[src/sv/hand_forward_kinematics_top_macros.svh]
`ifndef HAND_FORWARD_KINEMATICS_TOP_MACROS_SVH
`define HAND_FORWARD_KINEMATICS_TOP_MACROS_SVH

// same-cycle implication, checked outside reset
`define HFK_ASSERT_NOW(lbl, ante, cons) \
    lbl: assert property (@(posedge i_clk) disable iff (!i_rst_n) (ante) |-> (cons)) \
        else $error("hfk assertion failed");

// next-cycle implication, checked outside reset
`define HFK_ASSERT_NEXT(lbl, ante, cons) \
    lbl: assert property (@(posedge i_clk) disable iff (!i_rst_n) (ante) |=> (cons)) \
        else $error("hfk assertion failed");

`endif

[src/sv/hfk_fifo.sv]
module hfk_fifo #(
    parameter int W = 8
) (
    input  logic         i_clk,
    input  logic         i_rst_n,
    input  logic         i_push,
    input  logic [W-1:0] i_data,
    input  logic         i_pop,
    output logic         o_full,
    output logic         o_empty,
    output logic [W-1:0] o_data
);
    logic [W-1:0] r_mem [2];
    logic         r_wr_ptr;
    logic         r_rd_ptr;
    logic [1:0]   r_count;
    logic         do_push;
    logic         do_pop;

    assign o_full  = (r_count == 2'd2);
    assign o_empty = (r_count == 2'd0);
    assign o_data  = r_mem[r_rd_ptr];
    assign do_push = i_push && !o_full;
    assign do_pop  = i_pop && !o_empty;

    always_ff @(posedge i_clk) begin
        if (do_push) begin
            r_mem[r_wr_ptr] <= i_data;
        end
    end

    always_ff @(posedge i_clk) begin
        if (!i_rst_n) begin
            r_wr_ptr <= 1'b0;
            r_rd_ptr <= 1'b0;
            r_count  <= 2'd0;
        end else begin
            if (do_push) begin
                r_wr_ptr <= !r_wr_ptr;
            end
            if (do_pop) begin
                r_rd_ptr <= !r_rd_ptr;
            end
            r_count <= r_count + 2'(do_push) - 2'(do_pop);
        end
    end

endmodule

[config.mk]
export PLATFORM = sky130hd
export DESIGN_NAME = hfk_fifo
export DESIGN_NICKNAME = d
export VERILOG_FILES = /design/src/sv/hand_forward_kinematics_top_macros.svh /design/src/sv/hfk_fifo.sv
export SDC_FILE = /design/constraint.sdc
export NUM_CORES = 1
export LEC_CHECK = 0
export ABC_AREA = 1
export BUFFER_PORTS_ARGS = -buffer_cell sky130_fd_sc_hd__buf_2
export CORE_MARGIN = 5
export CORE_UTILIZATION = 30
export DETAILED_ROUTE_END_ITERATION = 10
export PLACE_DENSITY = 0.49
export SLEW_MARGIN = 0
export SYNTH_ARGS = -nofsm -noshare
export SYNTH_HDL_FRONTEND = slang
export SYNTH_SLANG_ARGS = --single-unit
[constraint.sdc]
create_clock -name i_clk -period 4.4 [get_ports i_clk]
set_clock_uncertainty 0.05 [all_clocks]
set_input_delay 0.44 -clock i_clk [delete_from_list [all_inputs] [get_ports i_clk]]
set_output_delay 0.44 -clock i_clk [all_outputs]
set_load 0.01 [all_outputs]
## Yosys cells after proc, flatten, opt, wreduce, memory -nomap -nowiden

Memories as Yosys holds them, arrays and structs flattened. A register that Yosys moved wholly into a read port is not among the register bits.
Index checks and enable logic that the tools add are counted.

| operators by class | value |
|---|---|
| multiplexer cells | 4 |
| reduce and logical (&&, ||, !) cells | 7 |
| $add $sub $neg | 2 |
| equality and inequality tests | 1 |

Operator list:

| cell | count |
|---|---|
| $logic_not 1->1 | 4 |
| $mux 1 | 4 |
| $add 2x1->2 | 1 |
| $eq 2x2->1 const B | 1 |
| $logic_and 1x1->1 | 2 |
| $logic_not 2->1 | 1 |
| $sub 2x1->2 | 1 |

| storage, ports and cells | value |
|---|---|
| register bits | 4 |
| memory bits (writable) | 16 |
| memories | 1 |

Memories:

| name | depth | bits a word | rd ports | clocked after Yosys merged registers in | write ports | line | text |
|---|---|---|---|---|---|---|---|
| r_mem | 2 | 8 | 1 | 1 | 1 | hfk_fifo.sv:13 | `logic [W-1:0] r_mem [2];` |

## Depth between registers and ports, before layout

Gate-level depths: netlist (run 1).

| depth | value |
|---|---|
| word-level depth | 5 |
| gate-level depth with buffers | 11 |
| gate-level depth less buffers | 11 |

## Worst setup path before layout (run 1)

OpenSTA, ideal clock, no wires.

| path | value |
|---|---|
| path kind | reg-to-reg |
| start point | register r_count[0] |
| end point | register r_count[1] |
| buffers on the path | 0 |
| cell stages (with the launch flop) | 11 |
| library setup time | 0.115 ns |
| arrival time | 1.313 ns |
| required time | 4.235 ns |
| slack | 2.922 ns |
| cells stage by stage | dfxtp_1 inv_1 nand2_1 nand2_1 ha_1 inv_1 ha_1 inv_1 nand2_1 a21oi_1 nor2_1 |

| between the ends | value |
|---|---|
| cells in the longest elaborated chain, start to end | 5 |
| elaborated cells between the ends (all ways) | 8 |
| those cells by class | 2 x add/sub; 1 x eq/ne; 5 x reduce/logical |

RTL lines:

| what | line | text |
|---|---|---|
| from (decl) | hfk_fifo.sv:16 | `logic [1:0] r_count;` |
| from (signal assigned) | hfk_fifo.sv:44 | `r_count <= r_count + 2'(do_push) - 2'(do_pop);` |
| $eq 2x2->1 | hfk_fifo.sv:20 | `assign o_full = (r_count == 2'd2);` |
| $logic_not 1->1 | hfk_fifo.sv:23 | `assign do_push = i_push && !o_full;` |
| $logic_and 1x1->1 | hfk_fifo.sv:23 |  |
| $add 2x1->2 | hfk_fifo.sv:44 |  |
| $sub 2x1->2 (*) | hfk_fifo.sv:44 |  |

Mark *: on every way between the ends. The rest lies on a longest branch, timed or not.
A chain may end at the register's enable or synchronous reset.

==> results of run 1 <==
Yosys cell counts:
master / instances
ha_1: 2
mux2_4: 8
nor2_1: 6
nor2_2: 2
nand2_1: 9
a21oi_1: 2
nand3_1: 3
edfxtp_1: 16
inv_1: 9
buf_6: 1
dfxtp_1: 5
through the flow:
| stage | hold slack (ns) | worst slack [ns] | area, um2 |
|---|---|---|---|
| 5_1_grt | 0.250 | 2.39 | 1020 |
| 6_report | 0.272 | 2.47 | 1020 |
| 2_1_floorplan | 0.417 | 2.92 | 865 |
| 3_3_place_gp | 0.444 | 2.78 | 997 |
| 3_5_place_dp | 0.455 | 2.79 | 997 |
| 4_1_cts | 0.257 | 2.43 | 1020 |
power by group through the flow:
stage	Combinational, mW	Sequential [mW]	Clock (mW)
floorplan	0.146	0.273	0
global placement	0.185	0.288	0
detailed placement	0.186	0.288	0
CTS	0.186	0.283	0.0955
global route	0.208	0.288	0.103
finish	0.181	0.282	0.0885
per-layer routing:
metal	vias to the layer above	part of all wire	GRT usage	wire [um]
met4	0	0.013	0.0468	17
met2	12	0.52	0.123	697
met1	221	0.40	0.0698	536
met5	-	0	0	0
met3	2	0.064	0.0231	86
li1	261	-	-	-
layout by cell type, fill, tap and decap left out:
| master | Yosys | routed |
|---|---|---|
| nand2_1 | 9 | 9 |
| mux2_4 | 8 | 8 |
| edfxtp_1 | 16 | 16 |
| dfxtp_1 | 5 | 5 |
| buf_2 | 0 | 21 |
| nand3_1 | 3 | 3 |
| nor2_1 | 6 | 6 |
| inv_1 | 9 | 9 |
| nor2_2 | 2 | 2 |
| ha_1 | 2 | 2 |
| clkinv_2 | 0 | 1 |
| a21oi_1 | 2 | 2 |
| clkbuf_4 | 0 | 3 |
cell families after synthesis:
group	synth area share
AOI/OAI and AO/OA	0.0116
adders and majority gates	0.0289
buffers and inverters	0.0521
DFF	0.671
muxes	0.139
and+or+nand+nor	0.0969
state kept, by name (all words and copies together) (netlist names), named ones only:
| register | flops |
|---|---|
| r_count | 2 |
| r_mem | 16 |
| r_rd_ptr | 1 |
| r_wr_ptr | 1 |
path summary, 6_finish.rpt:
path                            startpoint          end  depth (start not counted)
worst max-delay path                  flop    o_data[0]                          2
worst min-delay path             i_data[2]  r_mem[1][2]                          1
worst max register to register  r_count[0]   r_count[1]                         10
worst min register to register    r_wr_ptr     r_wr_ptr                          2
critical path, cell delays in order (launching register included):
cell and delay, ns:
dfxtp_1 0.65, mux2_4 0.35, buf_2 0.14
layout make-up:
type / instances / share of cell area
clock buffers: 3 / 0.0220
inverters: 9 / 0.0330
clock inverters: 1 / 0.00488
well taps: 31 / 0.0379
flip-flops and latches: 21 / 0.567
repair buffers: 21 / 0.103
multi-input cells: 32 / 0.233
==> out/metrics.csv, run 1 <==
stage,metric,value,unit
sta,worst relative slew slack,0.546,
critical_path,Setup CP Type,flop to output port,
clock_tree,# Post-CTS Setup Buffers,0,
global_route,vias in the first global route,485,
finish,Seq. cell area,581,um2
clock_tree,hold-fix buffer count after cts,0,
finish,Synth-to-Final Area Change,18.5,%
logic_synthesis,Synth cell types,11,
routing,Via Count,496,
sta,Setup Total Neg Slack,0,ns
sta,Final min period,1.93,ns
logic_synthesis,post-synth top area share,0.556,
clock_tree,clock latency on the worst-skew pair,0.29,ns
critical_path,CP endpoint kind,output port,
routing,final wirelength,1340,um
finish,fillers,275,
die,Initial Utilization,0.314,
clock_tree,post-CTS resize count,0,
status,outcome,finished clean,
finish,# diodes,0,
pwr,sw power,0.173,mW
sta,RSZ-0062 raised after global routing,false,
die,Core Footprint,2760,um2
clock_tree,CTS tree,built,
logic_synthesis,area of the mapped netlist,865,um2
critical_path,Worst setup SP type,flop,
place,hpwl dp,1030,um
pwr,Internal Power,0.379,mW
finish,Layout Cells excl Fill,118,
sta,Worst Tran Pin Value,0.679,ns
finish,layout cells sized above 1,0.402,
critical_path,worst-path maximum fanout,8,
pwr,Reg power frac,0.511,
routing,drt initial violations,1,
flow_run,max cap viols,0,
die,die area,4060,um2
pwr,Clock power frac,0.160,
logic_synthesis,cell taking the most area after synthesis,edfxtp_1,
logic_synthesis,Synth Register Bits,21,
logic_synthesis,syn nets,77,
global_route,antenna violations before repair,0,
sta,final count of hold timing violations,0,
critical_path,R2R setup slack,2.83,ns
clock_tree,Worst-path clk slew,0.11,ns
finish,Final nets,102,
clock_tree,clock root buffer,clkbuf_4,
worst_hold_path,Hold Path Class,input pin to flop,
sta,period utilization,0.438,
pwr,Sw Ratio,0.313,
routing,via/cell ratio,4.20,
finish,Final Util,0.372,
routing,Routed Antenna Nets,0,
place,placed cell count,114,
global_route,global-route wire length before repair,2150,um
sta,"Slew Viols, Final",0,
global_route,gr ovfl total,0,
finish,multi-input gate area in the final layout,239,um2
die,total I/O pin count,22,
logic_synthesis,Mapped Cells,63,
critical_path,WP data arrival,1.44,ns
place,Port Buf Inserts,21,
sta,fmax,0.519,GHz
pwr,Comb pwr share,0.328,
pwr,PnR Total Power,0.552,mW
logic_synthesis,sequential area share after synthesis,0.671,
sta,final setup vio count,0,
pwr,power density over the cells,538,nW/um2
logic_synthesis,Synthesis Warnings,0,
critical_path,Worst Path Required,3.91,ns
die,std cell rows,19,
global_route,Tot GR Track Use,0.0705,
routing,DRC Markers,0,
global_route,pin count of the biggest net entering global routing,13,
logic_synthesis,Area contributors post-synth,"edfxtp_1, mux2_4, dfxtp_1",
pwr,maximum vdd drop,0.310,mV
logic_synthesis,syn_area_per_cell,13.7,um2
clock_tree,CTS sink count,21,
clock_tree,Max Buffers Root-to-Sink,2,
place,gpl congestion,0.744,
clock_tree,H-Tree Depth,1,
die,die height,63.7,um
routing,post-DR wirelength/cell,11.3,um
routing,1st-pass router iterations,2,
clock_tree,total CTS buffers,3,
pwr,P_leak,0.459,nW
die,chip width,63.7,um
Power figures use the tool's default switching activity.
==> run 2, diff against run 1 <==
--- a/config.mk
+++ b/config.mk
@@ -5,12 +5,12 @@
 export SDC_FILE = /design/constraint.sdc
 export NUM_CORES = 1
 export LEC_CHECK = 0
-export ABC_AREA = 1
+export ABC_AREA = 0
 export BUFFER_PORTS_ARGS = -buffer_cell sky130_fd_sc_hd__buf_2
 export CORE_MARGIN = 5
 export CORE_UTILIZATION = 30
 export DETAILED_ROUTE_END_ITERATION = 10
-export PLACE_DENSITY = 0.49
+export PLACE_DENSITY = 0.5
 export SLEW_MARGIN = 0
 export SYNTH_ARGS = -nofsm -noshare
 export SYNTH_HDL_FRONTEND = slang
==> constraint.sdc (replaced) <==
create_clock -name i_clk -period 1.9 [get_ports i_clk]
set_clock_uncertainty 0.05 [all_clocks]
set_input_delay 0.19 -clock i_clk [delete_from_list [all_inputs] [get_ports i_clk]]
set_output_delay 0.19 -clock i_clk [all_outputs]
set_load 0.01 [all_outputs]
==> run 2 against run 1 <==
Effect of this change: design area decreased by 4.0%; total power up 130%; final cell count fell by 9.3%; setup slack lost 2.3 ns; combinational power up 120%; first-iteration DRC count increased to 6.0 times the previous value; flip-flop and latch count did not move.
==> out/metrics.csv, run 2 <==
stage,metric,value,unit,change
status,outcome,finished clean,,
logic_synthesis,Synth cell types,17,,+6
clock_tree,CTS tree,built,,
die,Core Footprint,2520,um2,-8.5%
clock_tree,clock latency on the worst-skew pair,0.29,ns,about the same
clock_tree,total CTS buffers,3,,unchanged
logic_synthesis,Synthesis Warnings,0,,unchanged
sta,"Slew Viols, Final",0,,unchanged
logic_synthesis,Synth Register Bits,21,,unchanged
logic_synthesis,syn_area_per_cell,15.6,um2,+14%
finish,"most common cell after layout, fill and taps aside",buf_2,,
place,gpl congestion,0.704,,-5.4%
logic_synthesis,cell taking the most area after synthesis,edfxtp_1,,
pwr,Clock power frac,0.161,,about the same
global_route,global-route wire length before repair,2000,um,-6.7%
routing,post-DR wirelength/cell,11.8,um,+4.3%
pwr,Sw Ratio,0.293,,-0.0200
finish,number of flip-flops in the largest register,16,,unchanged
pwr,PnR Total Power,1.25,mW,+130%
critical_path,CP endpoint kind,flop,,
logic_synthesis,Post-synth ARST share,0,,unchanged
pwr,maximum vdd drop,0.502,mV,+62%
sta,final count of hold timing violations,0,,unchanged
logic_synthesis,"Primary FF master, synth",edfxtp_1,,
routing,Routed Antenna Nets,0,,unchanged
finish,# diodes,0,,unchanged
logic_synthesis,syn nets,66,,-14%
sta,worst relative slew slack,0.732,,+0.187
clock_tree,hold-fix buffer count after cts,0,,unchanged
routing,via/cell ratio,4.28,,+1.8%
pwr,sw power,0.367,mW,+110%
die,Initial Utilization,0.322,,+0.00840
clock_tree,clock root buffer,clkbuf_4,,
logic_synthesis,Post-synth EDFFs,16,,unchanged
logic_synthesis,sequential area share after synthesis,0.715,,+0.0435
global_route,Tot GR Track Use,0.0740,,+0.00355
critical_path,WP data arrival,1.92,ns,+0.48 ns
sta,RSZ-0062 raised after global routing,false,,
finish,layout cells sized above 1,0.455,,+0.0522
die,std cell rows,18,,-1
global_route,vias in the first global route,472,,-2.7%
critical_path,Worst setup SP type,flop,,
logic_synthesis,most frequent cell after synthesis,edfxtp_1,,
die,die height,62.0,um,-2.6%
worst_hold_path,Hold Path Class,input pin to flop,,
pwr,P_leak,0.411,nW,-11%
global_route,pin count of the biggest net entering global routing,12,,-1
routing,drt initial violations,6,,+5
logic_synthesis,commonest cells in the netlist,"edfxtp_1, mux2_2, dfxtp_1, nor2_1, inv_1",,
critical_path,worst-path maximum fanout,4,,-4
place,hpwl dp,971,um,-5.3%
flow_run,max cap viols,0,,unchanged
sta,period utilization,0.923,,
logic_synthesis,Mapped Cells,52,,-17%
finish,Synth-to-Final Area Change,21.1,%,
sta,Min Hold Slack,0.0336,ns,-0.238 ns
sta,Final min period,1.75,ns,
logic_synthesis,post-synth top area share,0.592,,+0.0360
clock_tree,post-CTS resize count,0,,unchanged
routing,1st-pass router iterations,2,,unchanged
critical_path,Setup CP Type,flop to flop,,
die,total I/O pin count,22,,unchanged
die,die area,3850,um2,-5.1%
sta,Setup Total Neg Slack,0,ns,unchanged
global_route,gr ovfl total,0,,unchanged
place,Port Buf Inserts,21,,unchanged
finish,Final nets,92,,-9.8%
sta,fmax,0.570,GHz,
clock_tree,# Post-CTS Setup Buffers,0,,unchanged
global_route,antenna violations before repair,0,,unchanged
critical_path,Worst Path Required,2.06,ns,-1.85 ns
clock_tree,H-Tree Depth,1,,unchanged
die,chip width,62.0,um,-2.6%
clock_tree,CTS sink count,21,,unchanged
pwr,power density over the cells,1270,nW/um2,+140%
routing,final wirelength,1270,um,-5.4%
finish,most frequent cells in the layout,"buf_2, edfxtp_1, mux2_2, nor2_1, dfxtp_1",,
sta,final setup vio count,0,,unchanged
routing,DRC Markers,0,,unchanged
finish,Final Util,0.390,,+0.0183
logic_synthesis,Area contributors post-synth,"edfxtp_1, dfxtp_1, mux2_2",,
sta,Worst Tran Pin Value,0.401,ns,-0.278 ns
pwr,Internal Power,0.884,mW,+130%
clock_tree,Worst-path clk slew,0.11,ns,about the same
clock_tree,Max Buffers Root-to-Sink,2,,unchanged
finish,register with the most flip-flops,r_mem,,
pwr,Reg power frac,0.528,,+0.017
routing,Via Count,458,,-7.7%
logic_synthesis,area of the mapped netlist,812,um2,-6.1%
pwr,Comb pwr share,0.312,,-0.016
finish,Top Registers,"r_mem x16, r_count x2",,
[run 2: changes by cell type after synthesis, sizes merged, moves of 2 or more]
cell / before / now
nand2: 9 / 2
inv: 9 / 3
nand3: 3 / 0
nor2: 8 / 5
a21oi: 2 / 0
and2: 0 / 2
nand2b: 0 / 2
[run 2: metrics by stage]
step	instances	cell area, um2	setup WS [ns]
3_3_place_gp	103	957	0.199
5_1_grt	107	983	0.0250
3_5_place_dp	103	957	0.140
2_1_floorplan	52	812	0.305
6_report	107	983	0.146
4_1_cts	107	983	0.122
[run 2: power groups by stage]
stage | logic [mW] | registers (mW) | clock network, mW
detailed placement | 0.404 | 0.674 | 0
floorplan | 0.289 | 0.639 | 0
CTS | 0.405 | 0.664 | 0.212
global placement | 0.396 | 0.672 | 0
finish | 0.390 | 0.660 | 0.201
global route | 0.434 | 0.673 | 0.236
[run 2: critical path: stages (launching register included)]
cell and delay [ns]:
dfxtp_1 0.38, nand2b_1 0.16, nand2_1 0.12, ha_1 0.29, inv_1 0.04, ha_1 0.18, xor2_1 0.15, and2_2 0.18
nor3_1 0.13
[run 2: final timing paths]
path / startpoint / cells past startpoint / slack, ns / endpoint
min reg2reg: r_wr_ptr / 2 / 0.44 / r_wr_ptr
min: i_data[6] / 1 / 0.03 / r_mem[1][6]
max reg2reg: r_count[0] / 8 / 0.15 / r_count[1]
max: r_count[0] / 8 / 0.15 / r_count[1]
[run 2: final cells by class]
| cell class | instances | area [um2] |
|---|---|---|
| flip-flops and latches | 21 | 581 |
| inverters | 3 | 11.3 |
| fillers | 264 | 1540 |
| multi-input cells | 27 | 215 |
| well taps | 30 | 37.5 |
| clock buffers | 4 | 26.3 |
| repair buffers | 22 | 113 |
[run 2: logic make-up after synthesis]
group,Yosys count,share of synthesized area
AO/OA/AOI/OAI,1,0.0108
XOR/XNOR,2,0.0216
adder cells (fa/ha/maj),2,0.0308
buffers and inverters,4,0.0200
flip-flops,21,0.715
multiplexers,9,0.123
AND/OR/NAND/NOR,13,0.0786
[run 2: routing by layer]
metal | GRT usage | wire, um
met1 | 0.0862 | 527
met5 | 0 | 0
met4 | 0.0364 | 13
met2 | 0.120 | 623
met3 | 0.0269 | 100
